[src/rtl/kcbb_pkg.sv]
// Shared types and constants of the key color bounding box block.
`timescale 1ns / 1ps

package kcbb_pkg;

    localparam int PIX_W  = 32;
    localparam int ROW_W  = 12;
    localparam int COL_W  = 12;
    localparam int CNT_W  = 25;
    localparam int CFG_W  = 32;
    localparam int CFG_IDX_W = 1;

    // Saturation limit of the match count.
    localparam logic [CNT_W-1:0] COUNT_CAP = CNT_W'(25'd16777216);

    // Register reset values.
    localparam logic [PIX_W-1:0] KEY_COLOR_RESET = 32'hFFFF_0000;
    localparam logic [CNT_W-1:0] MIN_COUNT_RESET = CNT_W'(25);

    // Register indexes.
    typedef enum logic [CFG_IDX_W-1:0] {
        CFG_KEY_COLOR = 1'b0,
        CFG_MIN_COUNT = 1'b1
    } t_cfg_idx;

    // One pixel after the key compare.
    typedef struct packed {
        logic             hit;
        logic [ROW_W-1:0] row;
        logic [COL_W-1:0] col;
        logic             last;
    } t_hit;

endpackage

[src/rtl/kcbb_pix_if.sv]
// Pixel channel interface: valid, ready and one pixel with its position.
`timescale 1ns / 1ps

interface kcbb_pix_if;
    import kcbb_pkg::*;

    logic             valid;
    logic             ready;
    logic [PIX_W-1:0] pixel_value;
    logic [ROW_W-1:0] row;
    logic [COL_W-1:0] col;
    logic             frame_last;

    modport source (output valid, pixel_value, row, col, frame_last, input ready);
    modport sink   (input valid, pixel_value, row, col, frame_last, output ready);
endinterface

[src/rtl/kcbb_res_if.sv]
// Result channel interface: valid, ready and one frame result.
`timescale 1ns / 1ps

interface kcbb_res_if;
    import kcbb_pkg::*;

    logic             valid;
    logic             ready;
    logic [CNT_W-1:0] match_count;
    logic             present;
    logic             any_match;
    logic [ROW_W-1:0] box_row_min;
    logic [ROW_W-1:0] box_row_max;
    logic [COL_W-1:0] box_col_min;
    logic [COL_W-1:0] box_col_max;

    modport source (output valid, match_count, present, any_match, box_row_min,
                    box_row_max, box_col_min, box_col_max, input ready);
    modport sink   (input valid, match_count, present, any_match, box_row_min,
                    box_row_max, box_col_min, box_col_max, output ready);
endinterface

[src/rtl/kcbb_front.sv]
// Input register stage: takes a pixel and registers its key color match.
`timescale 1ns / 1ps

module kcbb_front #(
    parameter int MAX_ROWS = 4096,
    parameter int MAX_COLS = 4096
) (
    input  logic                      i_clk,
    input  logic                      i_rst_n,
    kcbb_pix_if.sink                  i_pix,
    input  logic [kcbb_pkg::PIX_W-1:0] i_key_color,
    input  logic                      i_advance,
    output logic                      o_valid,
    output kcbb_pkg::t_hit            o_hit
);
    import kcbb_pkg::*;

    logic r_valid;
    t_hit r_hit;
    t_hit n_hit;
    logic w_inside;

    // The stage takes a new pixel when empty or when its content moves on.
    assign i_pix.ready = !r_valid || i_advance;

    // A pixel outside the frame never matches.
    assign w_inside = (32'(i_pix.row) < 32'(MAX_ROWS)) && (32'(i_pix.col) < 32'(MAX_COLS));

    always_comb begin
        n_hit.hit  = w_inside && (i_pix.pixel_value == i_key_color);
        n_hit.row  = i_pix.row;
        n_hit.col  = i_pix.col;
        n_hit.last = i_pix.frame_last;
    end

    // Valid flag of the stage.
    always_ff @(posedge i_clk) begin
        if (!i_rst_n) begin
            r_valid <= 1'b0;
        end else if (i_pix.ready) begin
            r_valid <= i_pix.valid;
        end
    end

    // Payload register, loaded on each transaction.
    always_ff @(posedge i_clk) begin
        if (i_pix.valid && i_pix.ready) begin
            r_hit <= n_hit;
        end
    end

    assign o_valid = r_valid;
    assign o_hit   = r_hit;
endmodule

[src/rtl/kcbb_accum.sv]
// Frame accumulator: count and bounding box, plus the result register.
`timescale 1ns / 1ps

module kcbb_accum (
    input  logic                       i_clk,
    input  logic                       i_rst_n,
    input  logic                       i_valid,
    input  kcbb_pkg::t_hit             i_hit,
    input  logic [kcbb_pkg::CNT_W-1:0] i_min_count,
    output logic                       o_advance,
    kcbb_res_if.source                 o_res
);
    import kcbb_pkg::*;

    logic [CNT_W-1:0] r_cnt, n_cnt;
    logic             r_seen, n_seen;
    logic [ROW_W-1:0] r_rmin, n_rmin, r_rmax, n_rmax;
    logic [COL_W-1:0] r_cmin, n_cmin, r_cmax, n_cmax;
    logic             r_out_valid;

    // An item moves on unless it ends a frame while the result is still held.
    assign o_advance = i_valid && (!i_hit.last || !r_out_valid || o_res.ready);

    // Next frame state with the current pixel taken into account.
    always_comb begin
        n_cnt  = r_cnt;
        n_seen = r_seen;
        n_rmin = r_rmin;
        n_rmax = r_rmax;
        n_cmin = r_cmin;
        n_cmax = r_cmax;
        if (i_hit.hit) begin
            if (r_cnt < COUNT_CAP) begin
                n_cnt = r_cnt + CNT_W'(1);
            end
            n_seen = 1'b1;
            if (!r_seen) begin
                n_rmin = i_hit.row;
                n_rmax = i_hit.row;
                n_cmin = i_hit.col;
                n_cmax = i_hit.col;
            end else begin
                if (i_hit.row < r_rmin) n_rmin = i_hit.row;
                if (i_hit.row > r_rmax) n_rmax = i_hit.row;
                if (i_hit.col < r_cmin) n_cmin = i_hit.col;
                if (i_hit.col > r_cmax) n_cmax = i_hit.col;
            end
        end
    end

    // Frame state; it clears after the last pixel of a frame.
    always_ff @(posedge i_clk) begin
        if (!i_rst_n) begin
            r_cnt  <= '0;
            r_seen <= 1'b0;
            r_rmin <= '0;
            r_rmax <= '0;
            r_cmin <= '0;
            r_cmax <= '0;
        end else if (o_advance) begin
            if (i_hit.last) begin
                r_cnt  <= '0;
                r_seen <= 1'b0;
                r_rmin <= '0;
                r_rmax <= '0;
                r_cmin <= '0;
                r_cmax <= '0;
            end else begin
                r_cnt  <= n_cnt;
                r_seen <= n_seen;
                r_rmin <= n_rmin;
                r_rmax <= n_rmax;
                r_cmin <= n_cmin;
                r_cmax <= n_cmax;
            end
        end
    end

    // Result valid flag.
    always_ff @(posedge i_clk) begin
        if (!i_rst_n) begin
            r_out_valid <= 1'b0;
        end else if (o_advance && i_hit.last) begin
            r_out_valid <= 1'b1;
        end else if (o_res.ready) begin
            r_out_valid <= 1'b0;
        end
    end

    // Result payload; the box reads as zero when nothing matched.
    always_ff @(posedge i_clk) begin
        if (o_advance && i_hit.last) begin
            o_res.match_count <= n_cnt;
            o_res.present     <= (n_cnt >= i_min_count);
            o_res.any_match   <= n_seen;
            o_res.box_row_min <= n_seen ? n_rmin : '0;
            o_res.box_row_max <= n_seen ? n_rmax : '0;
            o_res.box_col_min <= n_seen ? n_cmin : '0;
            o_res.box_col_max <= n_seen ? n_cmax : '0;
        end
    end

    assign o_res.valid = r_out_valid;
endmodule

[src/rtl/key_color_bounding_box_core.sv]
// Top level of the key color bounding box block.
//
//  Channel  | Dir | Handshake   | Payload
//  ---------+-----+-------------+------------------------------------------------
//  i_pix    | in  | valid/ready | pixel_value, row, col, frame_last
//  o_res    | out | valid/ready | match_count, present, any_match, box row/col
//  i_cfg_*  | in  | write only  | register index and data
//
// One pixel per cycle is accepted while no held result stalls the input;
// a result passes the input register and then the result register. Reset is
// synchronous, clears frame state and valid flags, presets config registers.
// A result held by the sink stalls input only when a frame-ending pixel
// reaches the accumulator; other pixels keep flowing.
`timescale 1ns / 1ps

module key_color_bounding_box_core #(
    parameter int MAX_ROWS = 4096,
    parameter int MAX_COLS = 4096
) (
    input  logic                           i_clk,
    input  logic                           i_rst_n,
    kcbb_pix_if.sink                       i_pix,
    kcbb_res_if.source                     o_res,
    input  logic                           i_cfg_we,
    input  logic [kcbb_pkg::CFG_IDX_W-1:0] i_cfg_idx,
    input  logic [kcbb_pkg::CFG_W-1:0]     i_cfg_data
);
    import kcbb_pkg::*;

    logic [PIX_W-1:0] r_key_color;
    logic [CNT_W-1:0] r_min_count;
    logic             w_valid;
    logic             w_advance;
    t_hit             w_hit;

    // Configuration registers.
    always_ff @(posedge i_clk) begin
        if (!i_rst_n) begin
            r_key_color <= KEY_COLOR_RESET;
            r_min_count <= MIN_COUNT_RESET;
        end else if (i_cfg_we) begin
            case (t_cfg_idx'(i_cfg_idx))
                CFG_KEY_COLOR: r_key_color <= i_cfg_data;
                CFG_MIN_COUNT: r_min_count <= i_cfg_data[CNT_W-1:0];
                default: ;
            endcase
        end
    end

    kcbb_front #(
        .MAX_ROWS (MAX_ROWS),
        .MAX_COLS (MAX_COLS)
    ) u_front (
        .i_clk       (i_clk),
        .i_rst_n     (i_rst_n),
        .i_pix       (i_pix),
        .i_key_color (r_key_color),
        .i_advance   (w_advance),
        .o_valid     (w_valid),
        .o_hit       (w_hit)
    );

    kcbb_accum u_accum (
        .i_clk       (i_clk),
        .i_rst_n     (i_rst_n),
        .i_valid     (w_valid),
        .i_hit       (w_hit),
        .i_min_count (r_min_count),
        .o_advance   (w_advance),
        .o_res       (o_res)
    );
endmodule

[src/flat_wrapper.sv]
// flat-port wrapper written by rule: the top's interface ports become plain ports
module key_color_bounding_box_core_flat import kcbb_pkg::*;
#(
    parameter int MAX_ROWS = 4096,
    parameter int MAX_COLS = 4096
)
  (i_clk, i_rst_n, i_cfg_we, i_cfg_idx, i_cfg_data, i_pix_valid, i_pix_pixel_value, i_pix_row, i_pix_col, i_pix_frame_last, i_pix_ready, o_res_valid, o_res_match_count, o_res_present, o_res_any_match, o_res_box_row_min, o_res_box_row_max, o_res_box_col_min, o_res_box_col_max, o_res_ready);
  kcbb_pix_if i_pix_i ();
  kcbb_res_if o_res_i ();
  input  logic i_clk;
  input  logic i_rst_n;
  input  logic i_cfg_we;
  input  logic [kcbb_pkg::CFG_IDX_W-1:0] i_cfg_idx;
  input  logic [kcbb_pkg::CFG_W-1:0] i_cfg_data;
  input wire logic [$bits(i_pix_i.valid)-1:0] i_pix_valid;
  input wire logic [$bits(i_pix_i.pixel_value)-1:0] i_pix_pixel_value;
  input wire logic [$bits(i_pix_i.row)-1:0] i_pix_row;
  input wire logic [$bits(i_pix_i.col)-1:0] i_pix_col;
  input wire logic [$bits(i_pix_i.frame_last)-1:0] i_pix_frame_last;
  output wire logic [$bits(i_pix_i.ready)-1:0] i_pix_ready;
  output wire logic [$bits(o_res_i.valid)-1:0] o_res_valid;
  output wire logic [$bits(o_res_i.match_count)-1:0] o_res_match_count;
  output wire logic [$bits(o_res_i.present)-1:0] o_res_present;
  output wire logic [$bits(o_res_i.any_match)-1:0] o_res_any_match;
  output wire logic [$bits(o_res_i.box_row_min)-1:0] o_res_box_row_min;
  output wire logic [$bits(o_res_i.box_row_max)-1:0] o_res_box_row_max;
  output wire logic [$bits(o_res_i.box_col_min)-1:0] o_res_box_col_min;
  output wire logic [$bits(o_res_i.box_col_max)-1:0] o_res_box_col_max;
  input wire logic [$bits(o_res_i.ready)-1:0] o_res_ready;
  assign i_pix_i.valid = i_pix_valid;
  assign i_pix_i.pixel_value = i_pix_pixel_value;
  assign i_pix_i.row = i_pix_row;
  assign i_pix_i.col = i_pix_col;
  assign i_pix_i.frame_last = i_pix_frame_last;
  assign i_pix_ready = i_pix_i.ready;
  assign o_res_valid = o_res_i.valid;
  assign o_res_match_count = o_res_i.match_count;
  assign o_res_present = o_res_i.present;
  assign o_res_any_match = o_res_i.any_match;
  assign o_res_box_row_min = o_res_i.box_row_min;
  assign o_res_box_row_max = o_res_i.box_row_max;
  assign o_res_box_col_min = o_res_i.box_col_min;
  assign o_res_box_col_max = o_res_i.box_col_max;
  assign o_res_i.ready = o_res_ready;
  key_color_bounding_box_core #(.MAX_ROWS(MAX_ROWS), .MAX_COLS(MAX_COLS)) u_core (.i_clk(i_clk), .i_rst_n(i_rst_n), .i_pix(i_pix_i), .o_res(o_res_i), .i_cfg_we(i_cfg_we), .i_cfg_idx(i_cfg_idx), .i_cfg_data(i_cfg_data));
endmodule
[config.mk]
export PLATFORM = sky130hd
export DESIGN_NAME = key_color_bounding_box_core_flat
export DESIGN_NICKNAME = d
export VERILOG_FILES = /design/src/rtl/kcbb_pkg.sv /design/src/rtl/kcbb_pix_if.sv /design/src/rtl/kcbb_res_if.sv /design/src/rtl/kcbb_front.sv /design/src/rtl/kcbb_accum.sv /design/src/rtl/key_color_bounding_box_core.sv /design/src/flat_wrapper.sv
export SDC_FILE = /design/constraint.sdc
export NUM_CORES = 1
export LEC_CHECK = 0
export BUFFER_PORTS_ARGS = -buffer_cell sky130_fd_sc_hd__buf_2
export CAP_MARGIN = 5
export CORE_UTILIZATION = 62
export CTS_CLUSTER_DIAMETER = 200
export DETAILED_ROUTE_END_ITERATION = 8
export GPL_TIMING_DRIVEN = 0
export PLACE_DENSITY_LB_ADDON = 0.15
export SLEW_MARGIN = 20
export SYNTH_ARGS = -nofsm -noshare
export SYNTH_HDL_FRONTEND = slang
export SYNTH_SLANG_ARGS = --single-unit
[constraint.sdc]
create_clock -name i_clk -period 6 [get_ports i_clk]
set_input_delay 0.6 -clock i_clk [delete_from_list [all_inputs] [get_ports i_clk]]
set_output_delay 0.6 -clock i_clk [all_outputs]
set_load 0.05 [all_outputs]
== Word-level counts from Yosys, hierarchy flattened ==
Cells that the tools add are included.

* Output and inout bits: 77
* Bits of input ports: 95
* Logic and storage cells: 65
* Flip-flop bits (word level): 234

* Reductions and logical operators: 12
* $add $sub $neg: 1
* Order comparisons: 6
* Bitwise operators: 1
* Equality and inequality tests: 1
* Multiplexer cells: 23

{| class="wikitable"
|+ Operator list
! kind !! number
|-
| $mux 12 || 16
|-
| $mux 25 || 3
|-
| $eq 32x32->1 || 1
|-
| $add 25x1->25 const B || 1
|-
| $ge 25x25->1 || 1
|-
| $lt 25x25->1 const B || 1
|-
| $gt 12x12->1 || 2
|-
| $lt 12x12->1 || 2
|-
| $mux 1 || 4
|-
| $reduce_and 2->1 || 2
|-
| $logic_and 1x1->1 || 3
|-
| $logic_not 1->1 || 3
|-
| $logic_or 1x1->1 || 3
|-
| $reduce_bool 2->1 || 1
|-
| $not 1->1 || 1
|}

== Logic depth before layout (Yosys ltp) ==
* Depth in word-level cells: 6
* Gate-level depth with buffers: 12
* Mapped depth without buffers: 11

== Modules after synthesis ==
A second synthesis with hierarchy kept.

* Cells, all modules: 1063
* Area total of the unflattened synthesis: 11349.6 µm²

{| class="wikitable"
|+ Modules (own cells, without submodules)
! module !! times used !! area an instance (µm²) !! cells each
|-
| kcbb_accum || 1 || 7942.6 || 750
|-
| key_color_bounding_box_core || 1 || 2235.9 || 239
|-
| kcbb_front || 1 || 1171.1 || 74
|}

== Worst setup path after synthesis ==
OpenSTA, ideal clock, no wires.

* Kind: flip-flop to flip-flop
* Start: register u_core.u_accum.r_out_valid, in the netlist u_core.u_accum.o_res.valid
* End: register u_core.u_accum.o_res.any_match, enable pin
* Arrival: 3871 ps
* Path buffers: 0
* Stages on the path, launching flop included: 3
* Slack: 1620 ps
* Library setup time: 508 ps
* Data required time: 5492 ps
* Cell sequence: dfxtp_1 -> nor2b_1 -> nor2_1

* Cells in the longest elaborated chain, start to end: 5

{| class="wikitable"
|+ RTL lines
! what !! RTL line !! text
|-
| start: declaration || kcbb_accum.sv:19 || <nowiki>logic r_out_valid;</nowiki>
|-
| start signal: assignment || kcbb_accum.sv:82 || <nowiki>r_out_valid <= 1'b0;</nowiki>
|-
| start signal: assignment || kcbb_accum.sv:84 || <nowiki>r_out_valid <= 1'b1;</nowiki>
|-
| start signal: assignment || kcbb_accum.sv:86 || <nowiki>r_out_valid <= 1'b0;</nowiki>
|-
| $logic_not 1->1 || kcbb_accum.sv:22 || <nowiki>assign o_advance = i_valid && (!i_hit.last || !r_out_valid || o_res.ready);</nowiki>
|-
| $logic_or 1x1->1 (2 in a row) || kcbb_accum.sv:22 ||
|-
| $logic_and 1x1->1 || kcbb_accum.sv:22 ||
|-
| $logic_and 1x1->1 || kcbb_accum.sv:92 || <nowiki>if (o_advance && i_hit.last) begin</nowiki>
|-
| end signal: assignment || kcbb_accum.sv:95 || <nowiki>o_res.any_match <= n_seen;</nowiki>
|-
| end: declaration || kcbb_res_if.sv:17 || <nowiki>modport source (output valid, match_count, present, any_match, box_row_min,</nowiki>
|}

Every way passes these cells.
A chain may end at the register's enable or synchronous reset.

== Worst setup path after layout ==
* Start: register u_core.u_accum.r_cnt[0]
* End: register u_core.u_accum.o_res.present, data pin

* Cells in the longest elaborated chain, start to end: 4
* Elaborated cells on any way between the ends: 5
* Those cells by class: add/sub: 1; order compare: 2; mux: 2

{| class="wikitable"
|+ RTL lines
! what !! RTL line !! text
|-
| start: declaration || kcbb_accum.sv:15 || <nowiki>logic [CNT_W-1:0] r_cnt, n_cnt;</nowiki>
|-
| start signal: assignment || kcbb_accum.sv:69 || <nowiki>r_cnt <= n_cnt;</nowiki>
|-
| $add 25x1->25 / $lt 25x25->1 (equally long branches) || kcbb_accum.sv:34, kcbb_accum.sv:33 ||
|-
| $mux 25 * || kcbb_accum.sv:33 || <nowiki>if (r_cnt < COUNT_CAP) begin</nowiki>
|-
| $mux 25 * || kcbb_accum.sv:32 || <nowiki>if (i_hit.hit) begin</nowiki>
|-
| net u_core.u_accum.n_cnt[20] || kcbb_accum.sv:15 ||
|-
| $ge 25x25->1 * || kcbb_accum.sv:94 || <nowiki>o_res.present <= (n_cnt >= i_min_count);</nowiki>
|-
| end signal: assignment || kcbb_accum.sv:94 ||
|-
| end: declaration || kcbb_res_if.sv:17 ||
|}

Mark *: on every way through the listed nets, which the timed path passes. The rest lies on a longest branch.

==> metrics.txt <==
outcome=finished clean; IO Count=172; setup slack, reg-to-reg=2.14 ns; GRT Max-Usage Layer=met2; Root Driver=clkbuf_16; Worst Hold End=u_core.u_front.o_hit[16]$_DFFE_PP_; hold_buf cts=0; mux cell area share after synthesis=less than 1%; # DRC=0; Clock Pin Slew Worst Setup and Hold Paths=0.07 ns; Post-synth top cells=nand2_1, dfxtp_1, edfxtp_1, inv_1, ha_1; port buffer count=171; Tightest Hold Check Type=primary input to register; largest net degree at the start of global routing=26; Wirelength per Cell=17.8 um; measured slew at the worst slew-check pin=0.901 ns; r2r worst-path depth=12; share of layout cells above drive strength 1=18.3%; CTS Sinks=approximately 230; Pre-antenna DRT Iters=6; asr flop ratio synth=0%; Final Critical Period=3.86 ns; synth top area cells=edfxtp_1, dfxtp_1, ha_1, nand2_1, a21boi_0; area grow syn2layout=17.8%; #FFs+latches synth=234; # resized after CTS=0; Synth Area in Compound Gates=17.9%; flip-flop and latch area=between 5000 and 6000 sq um; die height=137 um; worst hold start=i_pix_row[3]; FILL cells=1225; grt ovf=0; CTS tree=yes; met1 usage=40.9%; Leak Pwr=5.20 nW; clock buffer depth=3; sequential power share=~50%; Setup-failing EPs final=0; fin. max-slew vios=0; Mapped Cells=1099; met3 Use GR=4.67%; Clk pwr share=39.5%; Synth area leader=edfxtp_1; CP max FO=10; Power, Total=3.52 mW; Seq/Total Area, Yosys=about half; reg2reg end=u_core.u_accum.o_res.present$_DFFE_PP_; Power Density=265 nW/um^2; WHS Path Cells=1; Setup Buffers After CTS=0; synthesized area per cell=between 10 and 15 sq um; non-filler cells, final=~1500; first-pass GRT wire length=approximately 44000 um; Combinational Power Share=10.5%; maximum clock rate=around 0.26 GHz; synthesized net count=1266; HPWL after DPL=20300 um; std cell rows=48; Mapped Area=11300 sq um; XOR/XNOR Fraction of Synth Area=4.28%; starting density of the core=64.2%; Final Hold Viols=0; Arr. time, crit path=between 4 and 5 ns; Psw=about 890 uW; number of global-route vias before repair=8669; placed cells=1499; diode count=0; die width=approximately 140 um; switching portion of total power=25.3%; DRT antenna net count=0; Synth Warn #=0; Yosys cell types=70; Max Cap Viol=0; EDFF count, synth=101; vias per inst=5.93; Num CTS Buffers=24; sum of negative setup slack=0 ns; Worst EP required=~6.3 ns; Post-Synth Adder-Cell Area=around 8%; Int Power=~2.6 mW; multi-input logic area=5060 sq um; area of the die=18700 sq um; vias post-DR=about 9200; largest family of logic cells by synthesized area=compound AO/OA/AOI/OAI gates; Skew-Pair Late Insertion Delay=0.52 ns; worst-case clock skew=0.00841 ns; crit start category=register; hold_ws=between 0.2 and 0.3 ns; Main synth FF type=dfxtp_1; Total Routing Usage GR=~30%; drt first-iter violations=811; Crit Path Category=register to register; initial antenna violation count=0; met2 GRT Util=slightly below 50%; post-layout worst setup margin=~2.1 ns; Synth top area share=26.9%; final WL=about 28000 um; most common cell in the netlist=nand2_1; Critical Path End Type=register; maximum VDD drop=0.236 mV; GP Congestion=just under 0.9; RSZ-0062 raised after global routing=false; pre-CTS WS=2.24 ns; Nets=1467; worst r2r src=u_core.u_accum.r_cnt[0]$_SDFFE_PN0P_; Core ar.=17500 sq um; post-synthesis simple-gate area fraction=14.4%; H-Tree Depth=1; Tcrit/Tclk final=64.3%; slew margin rel.=39.1%
stage by stage:
step / instance area [sq um] / util, %
5_1_grt: 13300 / 75.6
4_1_cts: 13300 / 75.6
6_report: 13300 / 75.6
2_1_floorplan: 11300 / -
3_3_place_gp: 12400 / 70.7
3_5_place_dp: 12500 / 71.5
registers in the layout (all words and copies together) (netlist names):
register                          flops
u_core.u_accum.r_cnt                 25
u_core.u_accum.o_res.any_match        1
u_core.u_accum.r_rmin                12
u_core.u_front.o_hit                 26
u_core.u_accum.o_res.match_count     25
u_core.u_accum.r_cmax                12
u_core.u_accum.r_rmax                12
u_core.u_accum.o_res.valid            1
u_core.r_key_color                   32
u_core.u_accum.o_res.box_col_max     12
u_core.u_accum.o_res.present          1
u_core.u_accum.r_seen                 1
u_core.u_accum.o_res.box_col_min     12
u_core.u_accum.o_res.box_row_max     12
u_core.u_front.o_valid                1
u_core.u_accum.r_cmin                12
u_core.r_min_count                   25
u_core.u_accum.o_res.box_row_min     12
worst max path at each step:
stage / from / endpoint / cells after the start
after floorplan: u_core.u_accum.o_res.valid$_SDFFE_PN0P_ / u_core.u_accum.o_res.any_match$_DFFE_PP_ / 2
after global placement: o_res_ready / u_core.u_accum.o_res.box_row_max[7]$_SDFFCE_PP0P_ / 3
after detailed placement: u_core.u_accum.r_cnt[0]$_SDFFE_PN0P_ / u_core.u_accum.o_res.present$_DFFE_PP_ / 12
after CTS: u_core.u_accum.r_cnt[0]$_SDFFE_PN0P_ / u_core.u_accum.o_res.present$_DFFE_PP_ / 12
after global routing: u_core.u_accum.r_cnt[0]$_SDFFE_PN0P_ / u_core.u_accum.o_res.present$_DFFE_PP_ / 12
final: u_core.u_accum.r_cnt[0]$_SDFFE_PN0P_ / u_core.u_accum.o_res.present$_DFFE_PP_ / 12
per-layer routing:
layer | routed length [um] | vias up
met3 | 2060 | 57
met2 | 12800 | 392
li1 | - | 4388
met5 | 0 | -
met4 | 667 | 0
met1 | 12000 | 4318
critical path, stage by stage (launching register included):
cell and delay, ns:
dfxtp_1 0.41, ha_1 0.28, nand4b_1 0.28, nor4_4 0.49, and2_0 0.21, buf_4 0.16, xnor2_1 0.22, ha_1 0.33
a21oi_1 0.14, o21ai_0 0.13, a2111oi_0 0.42, o211ai_1 0.17, a221o_1 0.34
power by group through the flow:
stage / combinational, mW / sequential, mW / clock (mW)
2_1_floorplan: 0.188 / 1.84 / 0
3_3_place_gp: 0.347 / 1.79 / 0
3_5_place_dp: 0.367 / 1.79 / 0
4_1_cts: 0.370 / 1.76 / 1.40
5_1_grt: 0.407 / 1.76 / 1.46
6_report: 0.370 / 1.76 / 1.39
cell type report:
type | count | area share, %
buffer | 57 | 1.86
clock buffer | 32 | 4.99
clock inverter | 12 | 0.510
inverter | 76 | 2.15
multi-input combinational | 732 | 38.1
sequential | 234 | 43.0
tap | 225 | 2.12
timing repair buffer | 175 | 7.28
cell families after synthesis:
group / Yosys count
and+or+nand+nor: 332
adders and majority gates: 72
buffers and inverters: 133
DFF: 234
AOI/OAI and AO/OA: 272
muxes: 1
xor gates and xnor gates: 55
placed cells by master (no fill, tap or decap), types with 3 or more instances in the layout:
| cell | instances |
|---|---|
| a21boi_0 | 45 |
| nand3_1 | 30 |
| o32ai_1 | 11 |
| nor4_1 | 10 |
| o31ai_1 | 5 |
| a21o_1 | 8 |
| inv_1 | 75 |
| clkinv_2 | 4 |
| buf_2 | 182 |
| clkinv_1 | 5 |
| and4_1 | 3 |
| o21ai_1 | 3 |
| or3_1 | 8 |
| buf_16 | 4 |
| a22oi_1 | 6 |
| dfxtp_1 | 133 |
| nand2_1 | 187 |
| and3_1 | 6 |
| ha_1 | 72 |
| clkbuf_16 | 25 |
| o211ai_1 | 19 |
| a22o_1 | 37 |
| xor2_1 | 38 |
| a31oi_1 | 10 |
| nor2b_1 | 16 |
| edfxtp_1 | 101 |
| buf_4 | 3 |
| clkbuf_1 | 47 |
| xnor2_1 | 17 |
| nor2_1 | 18 |
| a21oi_1 | 32 |
| and2_1 | 7 |
| o21ai_0 | 25 |
| o2bb2ai_1 | 36 |
| nand2b_1 | 7 |
| o21a_1 | 6 |
| nand4_1 | 19 |
| a211oi_1 | 5 |
Power figures use the tool's default switching activity.
